===== src/sv/eecs_pkg.sv =====
// Shared widths, codes, types and helpers for the event energy coincidence selector.
// No dependencies; imported by every module of the block.
package eecs_pkg;

   localparam int EVENT_ID_W     = 32;
   localparam int SUM_W          = 32;
   localparam int HIT_ENERGY_W   = 20;
   localparam int MAT_W          = 2;
   localparam int DET_IDX_W      = 6;
   localparam int MULT_W         = 7;
   localparam int ENERGY_BOUND_W = 33;
   localparam int MULT_BOUND_W   = 8;
   localparam int CSR_INDEX_W    = 3;
   localparam int CSR_DATA_W     = 33;

   // Fixed part of one closed-event record: id, germanium sum, argon sum.
   localparam int REC_FIXED_W = EVENT_ID_W + 2 * SUM_W;

   localparam int DEFAULT_NUM_DETECTORS = 64;
   localparam int DEFAULT_QUEUE_DEPTH   = 4;

   // Material classes
   localparam logic [MAT_W-1:0] MAT_ARGON_LIQUID       = 2'd1;
   localparam logic [MAT_W-1:0] MAT_GERMANIUM_ENRICHED = 2'd2;

   // Register indexes
   localparam logic [CSR_INDEX_W-1:0] REG_GE_ENERGY_MIN    = 3'd0;
   localparam logic [CSR_INDEX_W-1:0] REG_GE_ENERGY_MAX    = 3'd1;
   localparam logic [CSR_INDEX_W-1:0] REG_ARGON_ENERGY_MIN = 3'd2;
   localparam logic [CSR_INDEX_W-1:0] REG_ARGON_ENERGY_MAX = 3'd3;
   localparam logic [CSR_INDEX_W-1:0] REG_MULT_MIN         = 3'd4;
   localparam logic [CSR_INDEX_W-1:0] REG_MULT_MAX         = 3'd5;

   typedef struct packed {
      logic [ENERGY_BOUND_W-1:0] ge_energy_min;
      logic [ENERGY_BOUND_W-1:0] ge_energy_max;
      logic [ENERGY_BOUND_W-1:0] argon_energy_min;
      logic [ENERGY_BOUND_W-1:0] argon_energy_max;
      logic [MULT_BOUND_W-1:0]   mult_min;
      logic [MULT_BOUND_W-1:0]   mult_max;
   } cfg_type;

   function automatic logic [SUM_W-1:0] sat_add(input logic [SUM_W-1:0] acc,
                                                 input logic [HIT_ENERGY_W-1:0] energy);
      logic [SUM_W:0] sum;
      sum = {1'b0, acc} + (SUM_W + 1)'(energy);
      return sum[SUM_W] ? '1 : sum[SUM_W-1:0];
   endfunction

endpackage


===== src/sv/eecs_queue.sv =====
// Small request queue between the front and back parts of the selector.
// Depends on eecs_pkg (imported for house consistency of widths).
module eecs_queue import eecs_pkg::*; #(
   parameter int WIDTH = REC_FIXED_W,
   parameter int DEPTH = DEFAULT_QUEUE_DEPTH
) (
   input  logic             clock,
   input  logic             reset,
   input  logic             push,
   input  logic [WIDTH-1:0] push_data,
   output logic             full,
   input  logic             pop,
   output logic [WIDTH-1:0] pop_data,
   output logic             empty
);

   localparam int PTR_W = (DEPTH > 1) ? $clog2(DEPTH) : 1;
   localparam int CNT_W = $clog2(DEPTH + 1);

   logic [WIDTH-1:0] entries_ff [DEPTH];
   logic [PTR_W-1:0] wr_ptr_ff, wr_ptr_in;
   logic [PTR_W-1:0] rd_ptr_ff, rd_ptr_in;
   logic [CNT_W-1:0] count_ff, count_in;
   logic             do_push, do_pop;

   function automatic logic [PTR_W-1:0] bump(input logic [PTR_W-1:0] ptr);
      return (ptr == PTR_W'(DEPTH - 1)) ? '0 : ptr + 1'b1;
   endfunction

   assign full     = (count_ff == CNT_W'(DEPTH));
   assign empty    = (count_ff == '0);
   assign do_push  = push && !full;
   assign do_pop   = pop && !empty;
   assign pop_data = entries_ff[rd_ptr_ff];

   always_comb begin
      wr_ptr_in = do_push ? bump(wr_ptr_ff) : wr_ptr_ff;
      rd_ptr_in = do_pop ? bump(rd_ptr_ff) : rd_ptr_ff;
      count_in  = count_ff;
      if (do_push && !do_pop) begin
         count_in = count_ff + 1'b1;
      end else if (do_pop && !do_push) begin
         count_in = count_ff - 1'b1;
      end
   end

   always_ff @(posedge clock) begin
      if (reset) begin
         wr_ptr_ff <= '0;
         rd_ptr_ff <= '0;
         count_ff  <= '0;
      end else begin
         wr_ptr_ff <= wr_ptr_in;
         rd_ptr_ff <= rd_ptr_in;
         count_ff  <= count_in;
      end
   end

   always_ff @(posedge clock) begin
      if (do_push) begin
         entries_ff[wr_ptr_ff] <= push_data;
      end
   end

endmodule


===== src/sv/eecs_front.sv =====
// Front part: takes hit requests, accumulates the open event, emits closed-event records.
// Depends on eecs_pkg; feeds eecs_queue.
module eecs_front import eecs_pkg::*; #(
   parameter int NUM_DETECTORS = DEFAULT_NUM_DETECTORS,
   parameter int ENTRY_W       = 2 * (REC_FIXED_W + NUM_DETECTORS) + 1
) (
   input  logic                    clock,
   input  logic                    reset,
   input  logic                    req_push,
   output logic                    req_full,
   input  logic [EVENT_ID_W-1:0]   req_event_id,
   input  logic [MAT_W-1:0]        req_material_class,
   input  logic [HIT_ENERGY_W-1:0] req_hit_energy,
   input  logic [DET_IDX_W-1:0]    req_detector_index,
   input  logic                    req_end_of_stream,
   output logic                    q_push,
   output logic [ENTRY_W-1:0]      q_data,
   input  logic                    q_full
);

   localparam int REC_W = REC_FIXED_W + NUM_DETECTORS;

   logic                     open_ff, open_in;
   logic [EVENT_ID_W-1:0]    cur_ff, cur_in;
   logic [SUM_W-1:0]         ge_ff, ge_in;
   logic [SUM_W-1:0]         ar_ff, ar_in;
   logic [NUM_DETECTORS-1:0] map_ff, map_in;

   logic                     accept, close_old, keep;
   logic                     is_ge, is_ar;
   logic [SUM_W-1:0]         ge_add, ar_add;
   logic [NUM_DETECTORS-1:0] map_add;
   logic [REC_W-1:0]         rec_old, rec_new, rec0;

   assign req_full  = q_full;
   assign accept    = req_push && !q_full;
   assign close_old = open_ff && (req_event_id != cur_ff);
   assign keep      = open_ff && !close_old;
   assign is_ge     = (req_material_class == MAT_GERMANIUM_ENRICHED);
   assign is_ar     = (req_material_class == MAT_ARGON_LIQUID);

   always_comb begin
      cur_in = keep ? cur_ff : req_event_id;
      ge_add = keep ? ge_ff : '0;
      ar_add = keep ? ar_ff : '0;
      if (is_ge) begin
         ge_add = sat_add(ge_add, req_hit_energy);
      end
      if (is_ar) begin
         ar_add = sat_add(ar_add, req_hit_energy);
      end
      for (int i = 0; i < NUM_DETECTORS; i++) begin
         map_add[i] = (keep && map_ff[i]) ||
                      (is_ge && (req_detector_index == DET_IDX_W'(i)));
      end
   end

   // A changed event id closes the old event first; end of stream closes the updated one.
   assign rec_old = {cur_ff, ge_ff, ar_ff, map_ff};
   assign rec_new = {cur_in, ge_add, ar_add, map_add};
   assign rec0    = close_old ? rec_old : rec_new;
   assign q_push  = accept && (close_old || req_end_of_stream);
   assign q_data  = {close_old && req_end_of_stream, rec_new, rec0};

   always_comb begin
      open_in = open_ff;
      ge_in   = ge_ff;
      ar_in   = ar_ff;
      map_in  = map_ff;
      if (accept) begin
         open_in = !req_end_of_stream;
         ge_in   = req_end_of_stream ? '0 : ge_add;
         ar_in   = req_end_of_stream ? '0 : ar_add;
         map_in  = req_end_of_stream ? '0 : map_add;
      end
   end

   always_ff @(posedge clock) begin
      if (reset) begin
         open_ff <= 1'b0;
         cur_ff  <= '0;
         ge_ff   <= '0;
         ar_ff   <= '0;
         map_ff  <= '0;
      end else begin
         open_ff <= open_in;
         ge_ff   <= ge_in;
         ar_ff   <= ar_in;
         map_ff  <= map_in;
         if (accept) begin
            cur_ff <= cur_in;
         end
      end
   end

endmodule


===== src/sv/eecs_back.sv =====
// Back part: unpacks queued records, counts multiplicity, applies windows, holds the result.
// Depends on eecs_pkg; fed by eecs_queue.
module eecs_back import eecs_pkg::*; #(
   parameter int NUM_DETECTORS = DEFAULT_NUM_DETECTORS,
   parameter int ENTRY_W       = 2 * (REC_FIXED_W + NUM_DETECTORS) + 1
) (
   input  logic                  clock,
   input  logic                  reset,
   input  cfg_type               cfg,
   input  logic [ENTRY_W-1:0]    q_data,
   input  logic                  q_empty,
   output logic                  q_pop,
   output logic                  rsp_empty,
   input  logic                  rsp_pop,
   output logic [EVENT_ID_W-1:0] rsp_closed_event_id,
   output logic                  rsp_accepted,
   output logic [SUM_W-1:0]      rsp_ge_energy_sum,
   output logic [SUM_W-1:0]      rsp_argon_energy_sum,
   output logic [MULT_W-1:0]     rsp_multiplicity,
   output logic                  rsp_last
);

   localparam int REC_W  = REC_FIXED_W + NUM_DETECTORS;
   localparam int GROUPS = (NUM_DETECTORS + 7) / 8;
   localparam int PAD_W  = GROUPS * 8;

   logic                     sub_ff, sub_in;
   logic                     valid_ff, valid_in;
   logic                     load, two, sel_last;
   logic [REC_W-1:0]         sel;
   logic [NUM_DETECTORS-1:0] map;
   logic [PAD_W-1:0]         map_pad;
   logic [3:0]               group_cnt [GROUPS];
   logic [MULT_W-1:0]        mult;
   logic [SUM_W-1:0]         ge_sum, ar_sum;
   logic [EVENT_ID_W-1:0]    event_id;
   logic                     pass;

   function automatic logic energy_ok(input logic [SUM_W-1:0] value,
                                      input logic [ENERGY_BOUND_W-1:0] lo,
                                      input logic [ENERGY_BOUND_W-1:0] hi);
      logic lo_ok, hi_ok;
      lo_ok = lo[ENERGY_BOUND_W-1] || ({1'b0, value} >= lo);
      hi_ok = hi[ENERGY_BOUND_W-1] || ({1'b0, value} <= hi);
      return lo_ok && hi_ok;
   endfunction

   function automatic logic mult_ok(input logic [MULT_W-1:0] value,
                                    input logic [MULT_BOUND_W-1:0] lo,
                                    input logic [MULT_BOUND_W-1:0] hi);
      logic lo_ok, hi_ok;
      lo_ok = lo[MULT_BOUND_W-1] || ({1'b0, value} >= lo);
      hi_ok = hi[MULT_BOUND_W-1] || ({1'b0, value} <= hi);
      return lo_ok && hi_ok;
   endfunction

   assign two      = q_data[2*REC_W];
   assign sel      = sub_ff ? q_data[2*REC_W-1:REC_W] : q_data[REC_W-1:0];
   assign sel_last = !two || sub_ff;
   assign map      = sel[NUM_DETECTORS-1:0];
   assign ar_sum   = sel[NUM_DETECTORS +: SUM_W];
   assign ge_sum   = sel[NUM_DETECTORS + SUM_W +: SUM_W];
   assign event_id = sel[NUM_DETECTORS + 2*SUM_W +: EVENT_ID_W];
   assign map_pad  = PAD_W'(map);

   // Popcount in two short levels: bytes, then byte counts.
   always_comb begin
      for (int g = 0; g < GROUPS; g++) begin
         group_cnt[g] = '0;
         for (int b = 0; b < 8; b++) begin
            group_cnt[g] = group_cnt[g] + 4'(map_pad[g*8 + b]);
         end
      end
      mult = '0;
      for (int g = 0; g < GROUPS; g++) begin
         mult = mult + MULT_W'(group_cnt[g]);
      end
   end

   assign pass = energy_ok(ge_sum, cfg.ge_energy_min, cfg.ge_energy_max) &&
                 energy_ok(ar_sum, cfg.argon_energy_min, cfg.argon_energy_max) &&
                 mult_ok(mult, cfg.mult_min, cfg.mult_max);

   assign load      = !q_empty && (!valid_ff || rsp_pop);
   assign q_pop     = load && sel_last;
   assign rsp_empty = !valid_ff;

   always_comb begin
      sub_in   = sub_ff;
      valid_in = valid_ff;
      if (load) begin
         sub_in   = !sel_last;
         valid_in = 1'b1;
      end else if (rsp_pop) begin
         valid_in = 1'b0;
      end
   end

   always_ff @(posedge clock) begin
      if (reset) begin
         sub_ff   <= 1'b0;
         valid_ff <= 1'b0;
      end else begin
         sub_ff   <= sub_in;
         valid_ff <= valid_in;
      end
   end

   always_ff @(posedge clock) begin
      if (load) begin
         rsp_closed_event_id  <= event_id;
         rsp_accepted         <= pass;
         rsp_ge_energy_sum    <= ge_sum;
         rsp_argon_energy_sum <= ar_sum;
         rsp_multiplicity     <= mult;
         rsp_last             <= sel_last;
      end
   end

endmodule


===== src/sv/event_energy_coincidence_selector_unit.sv =====
// Top level of the event energy coincidence selector: CSR bank plus front, queue and back.
// Depends on eecs_pkg, eecs_front, eecs_queue, eecs_back.
//
//  - Request channel (req_*): one detector hit per request; taken when req_push is high
//    and req_full is low. A new event id or the end-of-stream flag closes the open event.
//  - Response channel (rsp_*): one response per closed event with the id, both
//    saturated sums, the germanium multiplicity and the window pass flag. The oldest
//    response sits on the ports while rsp_empty is low and leaves on rsp_pop.
//    rsp_last marks the final response caused by one request (a request can close
//    two events: the previous one and, on end of stream, its own).
//  - Throughput: one request and one response per cycle, except under the stalls below.
//  - Path: the accepting edge writes the record of a closed event into the queue, and
//    the output register loads it from there once it is empty or being popped. The
//    second response of a request appears in the cycle after the first is popped.
//  - Stall: the output register holds while rsp_pop is low; the queue between front
//    and back absorbs up to QUEUE_DEPTH requests' records, then req_full rises.
//  - Reset: clears the open event, queue and output valid flag; all window bounds go to -1
//    (disabled). The user must write CSRs only while the block is idle; it is unenforced.
module event_energy_coincidence_selector_unit import eecs_pkg::*; #(
   parameter int NUM_DETECTORS = DEFAULT_NUM_DETECTORS,
   parameter int QUEUE_DEPTH   = DEFAULT_QUEUE_DEPTH
) (
   input  logic                    clock,
   input  logic                    reset,
   // configuration writes
   input  logic                    csr_write_enable,
   input  logic [CSR_INDEX_W-1:0]  csr_index,
   input  logic [CSR_DATA_W-1:0]   csr_wdata,
   // hit requests
   input  logic                    req_push,
   output logic                    req_full,
   input  logic [EVENT_ID_W-1:0]   req_event_id,
   input  logic [MAT_W-1:0]        req_material_class,
   input  logic [HIT_ENERGY_W-1:0] req_hit_energy,
   input  logic [DET_IDX_W-1:0]    req_detector_index,
   input  logic                    req_end_of_stream,
   // closed-event responses
   output logic                    rsp_empty,
   input  logic                    rsp_pop,
   output logic [EVENT_ID_W-1:0]   rsp_closed_event_id,
   output logic                    rsp_accepted,
   output logic [SUM_W-1:0]        rsp_ge_energy_sum,
   output logic [SUM_W-1:0]        rsp_argon_energy_sum,
   output logic [MULT_W-1:0]       rsp_multiplicity,
   output logic                    rsp_last
);

   // Queue entry: pair flag, second record, first record.
   localparam int REC_W   = REC_FIXED_W + NUM_DETECTORS;
   localparam int ENTRY_W = 2 * REC_W + 1;

   cfg_type              cfg_ff, cfg_in;
   logic                 q_push, q_full, q_pop, q_empty;
   logic [ENTRY_W-1:0]   q_push_data, q_pop_data;

   // CSR bank: writes beyond the register list are dropped.
   always_comb begin
      cfg_in = cfg_ff;
      if (csr_write_enable) begin
         unique case (csr_index)
            REG_GE_ENERGY_MIN:    cfg_in.ge_energy_min    = csr_wdata;
            REG_GE_ENERGY_MAX:    cfg_in.ge_energy_max    = csr_wdata;
            REG_ARGON_ENERGY_MIN: cfg_in.argon_energy_min = csr_wdata;
            REG_ARGON_ENERGY_MAX: cfg_in.argon_energy_max = csr_wdata;
            REG_MULT_MIN:         cfg_in.mult_min = csr_wdata[MULT_BOUND_W-1:0];
            REG_MULT_MAX:         cfg_in.mult_max = csr_wdata[MULT_BOUND_W-1:0];
            default:              cfg_in = cfg_ff;
         endcase
      end
   end

   always_ff @(posedge clock) begin
      if (reset) begin
         cfg_ff <= '1;   // every bound -1: window side disabled
      end else begin
         cfg_ff <= cfg_in;
      end
   end

   eecs_front #(
      .NUM_DETECTORS (NUM_DETECTORS),
      .ENTRY_W       (ENTRY_W)
   ) u_front (
      .clock              (clock),
      .reset              (reset),
      .req_push           (req_push),
      .req_full           (req_full),
      .req_event_id       (req_event_id),
      .req_material_class (req_material_class),
      .req_hit_energy     (req_hit_energy),
      .req_detector_index (req_detector_index),
      .req_end_of_stream  (req_end_of_stream),
      .q_push             (q_push),
      .q_data             (q_push_data),
      .q_full             (q_full)
   );

   eecs_queue #(
      .WIDTH (ENTRY_W),
      .DEPTH (QUEUE_DEPTH)
   ) u_queue (
      .clock     (clock),
      .reset     (reset),
      .push      (q_push),
      .push_data (q_push_data),
      .full      (q_full),
      .pop       (q_pop),
      .pop_data  (q_pop_data),
      .empty     (q_empty)
   );

   eecs_back #(
      .NUM_DETECTORS (NUM_DETECTORS),
      .ENTRY_W       (ENTRY_W)
   ) u_back (
      .clock                (clock),
      .reset                (reset),
      .cfg                  (cfg_ff),
      .q_data               (q_pop_data),
      .q_empty              (q_empty),
      .q_pop                (q_pop),
      .rsp_empty            (rsp_empty),
      .rsp_pop              (rsp_pop),
      .rsp_closed_event_id  (rsp_closed_event_id),
      .rsp_accepted         (rsp_accepted),
      .rsp_ge_energy_sum    (rsp_ge_energy_sum),
      .rsp_argon_energy_sum (rsp_argon_energy_sum),
      .rsp_multiplicity     (rsp_multiplicity),
      .rsp_last             (rsp_last)
   );

endmodule


===== config.mk =====
export PLATFORM = sky130hd
export DESIGN_NAME = event_energy_coincidence_selector_unit
export DESIGN_NICKNAME = d
export VERILOG_FILES = /design/src/sv/eecs_pkg.sv /design/src/sv/eecs_queue.sv /design/src/sv/eecs_front.sv /design/src/sv/eecs_back.sv /design/src/sv/event_energy_coincidence_selector_unit.sv
export SDC_FILE = /design/constraint.sdc
export NUM_CORES = 2
export LEC_CHECK = 0
export ABC_AREA = 1
export ABC_CLOCK_PERIOD_IN_PS = 21400
export BUFFER_PORTS_ARGS = -buffer_cell sky130_fd_sc_hd__buf_2
export CAP_MARGIN = 25
export CORE_UTILIZATION = 63
export CTS_CLUSTER_SIZE = 16
export DETAILED_ROUTE_END_ITERATION = 12
export PLACE_DENSITY_LB_ADDON = 0.15
export SKIP_CTS_REPAIR_TIMING = 1
export SLEW_MARGIN = 5
export SYNTH_ARGS = -nofsm -noshare
export SYNTH_HDL_FRONTEND = slang
export SYNTH_SLANG_ARGS = --single-unit

===== constraint.sdc =====
create_clock -name clock -period 21.4 [get_ports clock]
set_input_delay 1.07 -clock clock [delete_from_list [all_inputs] [get_ports clock]]
set_output_delay 1.07 -clock clock [all_outputs]
set_load 0.005 [all_outputs]

==> flow_metrics.py <==
metrics = {
    "outcome": {
        "outcome": "finished, final reports clean",
    },
    "setup_path": {
        "crit_required_ns": 22.07,
        "cp.arrival_ns": 11.20,
        "slowest_stage": "buf_4",
        "crit_top_cell": "fa_1",
        "criticalPathCategory": "flip-flop to flip-flop",
        "cp_max_fo": 134,
        "cp_slowest_stage_delay_ns": 0.85,
        "start_kind": "flip-flop",
        "setup.worst_path.end_class": "flip-flop",
    },
    "grt": {
        "grt_start_max_net_pins": 183,
        "grt_pass1_vias": 52931,
        "antenna_found_initial": 14,
        "grtUsageTotal": 0.320,
        "grt.overflow.total": 0,
        "grt_pass1_wl_um": 301000,
    },
    "logic_synthesis": {
        "ys.warnings.count": 0,
        "synth_nets": 7860,
        "synth.avg_cell_area_um2": 10.3,
        "ys_seq_area_frac": 0.625,
        "ys_ff_latch": 1709,
        "synth_cell_types": 56,
        "synth.area.top_cells": "edfxtp_1 (54%), dfxtp_1 (8.3%), nand2_1 (5.6%)",
        "synth_area_leader_cell": "edfxtp_1",
        "syn_inst": 7477,
        "synth_area_um2": 77000,
        "synth.top_cell.area_share": 0.542,
    },
    "final_layout": {
        "design_area_um2": 85100,
        "syn_to_final_growth_pct": 10.6,
        "fill_cells": 8545,
        "multi_input_area_um2": 25100,
        "drive_gt1_frac": 0.0866,
        "fin_nets": 7873,
        "ff_latch_area_um2": 48100,
    },
    "placement": {
        "placement.io_buffers": 208,
        "place_ws_ns": 11.03,
        "place_congestion": 0.907,
        "place_area_um2": 79200,
        "hpwl_um": 118000,
    },
    "detailed_routing": {
        "vias": 55951,
        "vias_per_cell": 6.04,
        "drt_pass1_iterations": 7,
        "wl_per_cell_um": 21.5,
        "drc": 0,
        "drtIter0Drc": 6532,
        "ant_nets": 0,
        "wirelength_um": 199000,
    },
    "clock_tree": {
        "ctsRootBufferMaster": "clkbuf_16",
        "h-tree-depth": 4,
        "cts.clk_slew.worst_paths_ns": 0.06,
        "cts_sinks": 1709,
        "clockBufferDepth": 3,
        "clk_latency_ns": 0.81,
        "cts_tree": "done",
        "numCtsBuffers": 170,
    },
    "floorplanning": {
        "initial_core_util": 0.638,
        "die_area_um2": 124000,
        "core-area_um2": 121000,
        "die_width_um": 352,
        "row_count": 127,
        "boundaryPins": 209,
        "fp.dieH_um": 352,
    },
    "timing": {
        "hold_ws_ns": 0.464,
        "tightest_slew_ns": 1.18,
        "relSlewSlack": 0.211,
        "hold_viol_final": 0,
        "post-route-worst-setup-slack_ns": 10.87,
        "setup-tns-final_ns": 0,
        "fmax_ghz": 0.0950,
        "period_minus_slack_ns": 10.53,
        "rsz0062_at_grt": "false",
        "post-route-period-util": 0.492,
        "finalSetupViolCount": 0,
        "clock_skew_ns": 0.0301,
        "slew_violations": 0,
    },
    "hold_path": {
        "min_path_type": "flip-flop to flip-flop",
    },
    "flow_run": {
        "maxCapViolCount": 0,
    },
}
==> critical path, delay by kind of cell, from the launching register on <==
family	cells	cell delay, ns
adders and majority gates	11	4.94
buffers and inverters	9	2.64
AOI/OAI and AO/OA	8	1.05
xor gates and xnor gates	2	0.70
DFF	1	0.54
and+or+nand+nor	5	0.40
==> sequential cells by signal, summed over array words and instances, names as in the netlist, 32 cells and up, named ones only <==
register,cells
cfg_ff,148
u_front.map_ff,64
u_front.ge_ff,32
u_queue.entries_ff,1284
u_front.cur_ff,32
u_back.rsp_argon_energy_sum,32
u_back.rsp_ge_energy_sum,32
u_back.rsp_closed_event_id,32
u_front.ar_ff,32
==> path summary, 6_finish.rpt <==
kind	end	slack (ns)	from	cells past startpoint
min reg2reg	u_front.map_ff[57]	0.46	u_front.map_ff[57]	2
min	u_front.map_ff[57]	0.46	u_front.map_ff[57]	2
max reg2reg	u_back.rsp_accepted	10.87	flip-flop	35
max	u_back.rsp_accepted	10.87	flip-flop	35
==> Yosys cell counts, drive strengths merged <==
| library cell | n |
|---|---|
| xnor2 | 23 |
| o22ai | 195 |
| nor3 | 25 |
| o21bai | 2 |
| xor2 | 24 |
| or2 | 7 |
| edfxtp | 1389 |
| o41ai | 1 |
| a21o | 12 |
| a21boi | 24 |
| nand4 | 39 |
| buf | 56 |
| a32oi | 17 |
| o21ai | 837 |
| nor3b | 1 |
| a32o | 15 |
| nor4 | 12 |
| nor4b | 1 |
| o221a | 2 |
| o2111ai | 1 |
| nand3b | 10 |
| o211a | 3 |
| o211ai | 113 |
| o21a | 10 |
| dfxtp | 320 |
| ha | 227 |
| a22oi | 1 |
| nand3 | 240 |
| o31a | 1 |
| o221ai | 4 |
| a211oi | 7 |
| a21oi | 382 |
| clkinv | 1 |
| and2 | 1 |
| nor2 | 1167 |
| nand2 | 1161 |
| fa | 54 |
| mux2i | 2 |
| clkbuf | 399 |
| inv | 564 |
| a31oi | 127 |
==> final cells by class <==
type | instances | area share
inverters | 565 | 0.0252
flip-flops and latches | 1709 | 0.565
clock buffers | 232 | 0.0567
multi-input cells | 4748 | 0.295
clock inverters | 86 | 0.0113
well taps | 1612 | 0.0237
repair buffers | 296 | 0.0224
diodes | 8 | 0.000235
==> logic make-up after synthesis <==
| group | count (synthesis) | synth area share |
|---|---|---|
| adders and majority gates | 281 | 0.0509 |
| DFF | 1709 | 0.625 |
| buffers and inverters | 1020 | 0.0505 |
| AOI/OAI and AO/OA | 1754 | 0.128 |
| xor gates and xnor gates | 47 | 0.00535 |
| and+or+nand+nor | 2664 | 0.140 |
| muxes | 2 | 0.000260 |
==> through the flow <==
| step | cells | utilization |
|---|---|---|
| 2_1_floorplan | 7477 | - |
| 3_3_place_gp | 8915 | 0.656 |
| 3_5_place_dp | 8923 | 0.657 |
| 4_1_cts | 9241 | 0.705 |
| 5_1_grt | 9249 | 0.706 |
| 6_report | 9256 | 0.706 |
==> routing by layer <==
| layer | track usage | part of all wire | vias to the layer above |
|---|---|---|---|
| met4 | 0.127 | 0.034 | 8 |
| met5 | 0 | 0.00023 | - |
| met1 | 0.442 | 0.41 | 26907 |
| met3 | 0.0528 | 0.093 | 360 |
| li1 | - | - | 26058 |
| met2 | 0.510 | 0.46 | 2618 |
==> cells in the final DEF, fill, tap and decap left out, drive strengths merged, types with 17 or more instances in the layout <==
cell type | Yosys | final
buf | 56 | 296
nand2 | 1161 | 1161
xor2 | 24 | 24
xnor2 | 23 | 23
a31oi | 127 | 127
edfxtp | 1389 | 1389
o21ai | 837 | 837
bufinv | 0 | 19
inv | 564 | 568
nand4 | 39 | 39
a21boi | 24 | 24
dfxtp | 320 | 320
nand3 | 240 | 240
a21oi | 382 | 382
o22ai | 195 | 195
fa | 54 | 54
clkbuf | 399 | 232
a32oi | 17 | 17
nor2 | 1167 | 1167
clkinv | 1 | 59
nor3 | 25 | 25
o211ai | 113 | 113
ha | 227 | 227
Power is not shown: default switching activity piles up to over one toggle a cycle in this logic, so the estimate is an artifact.
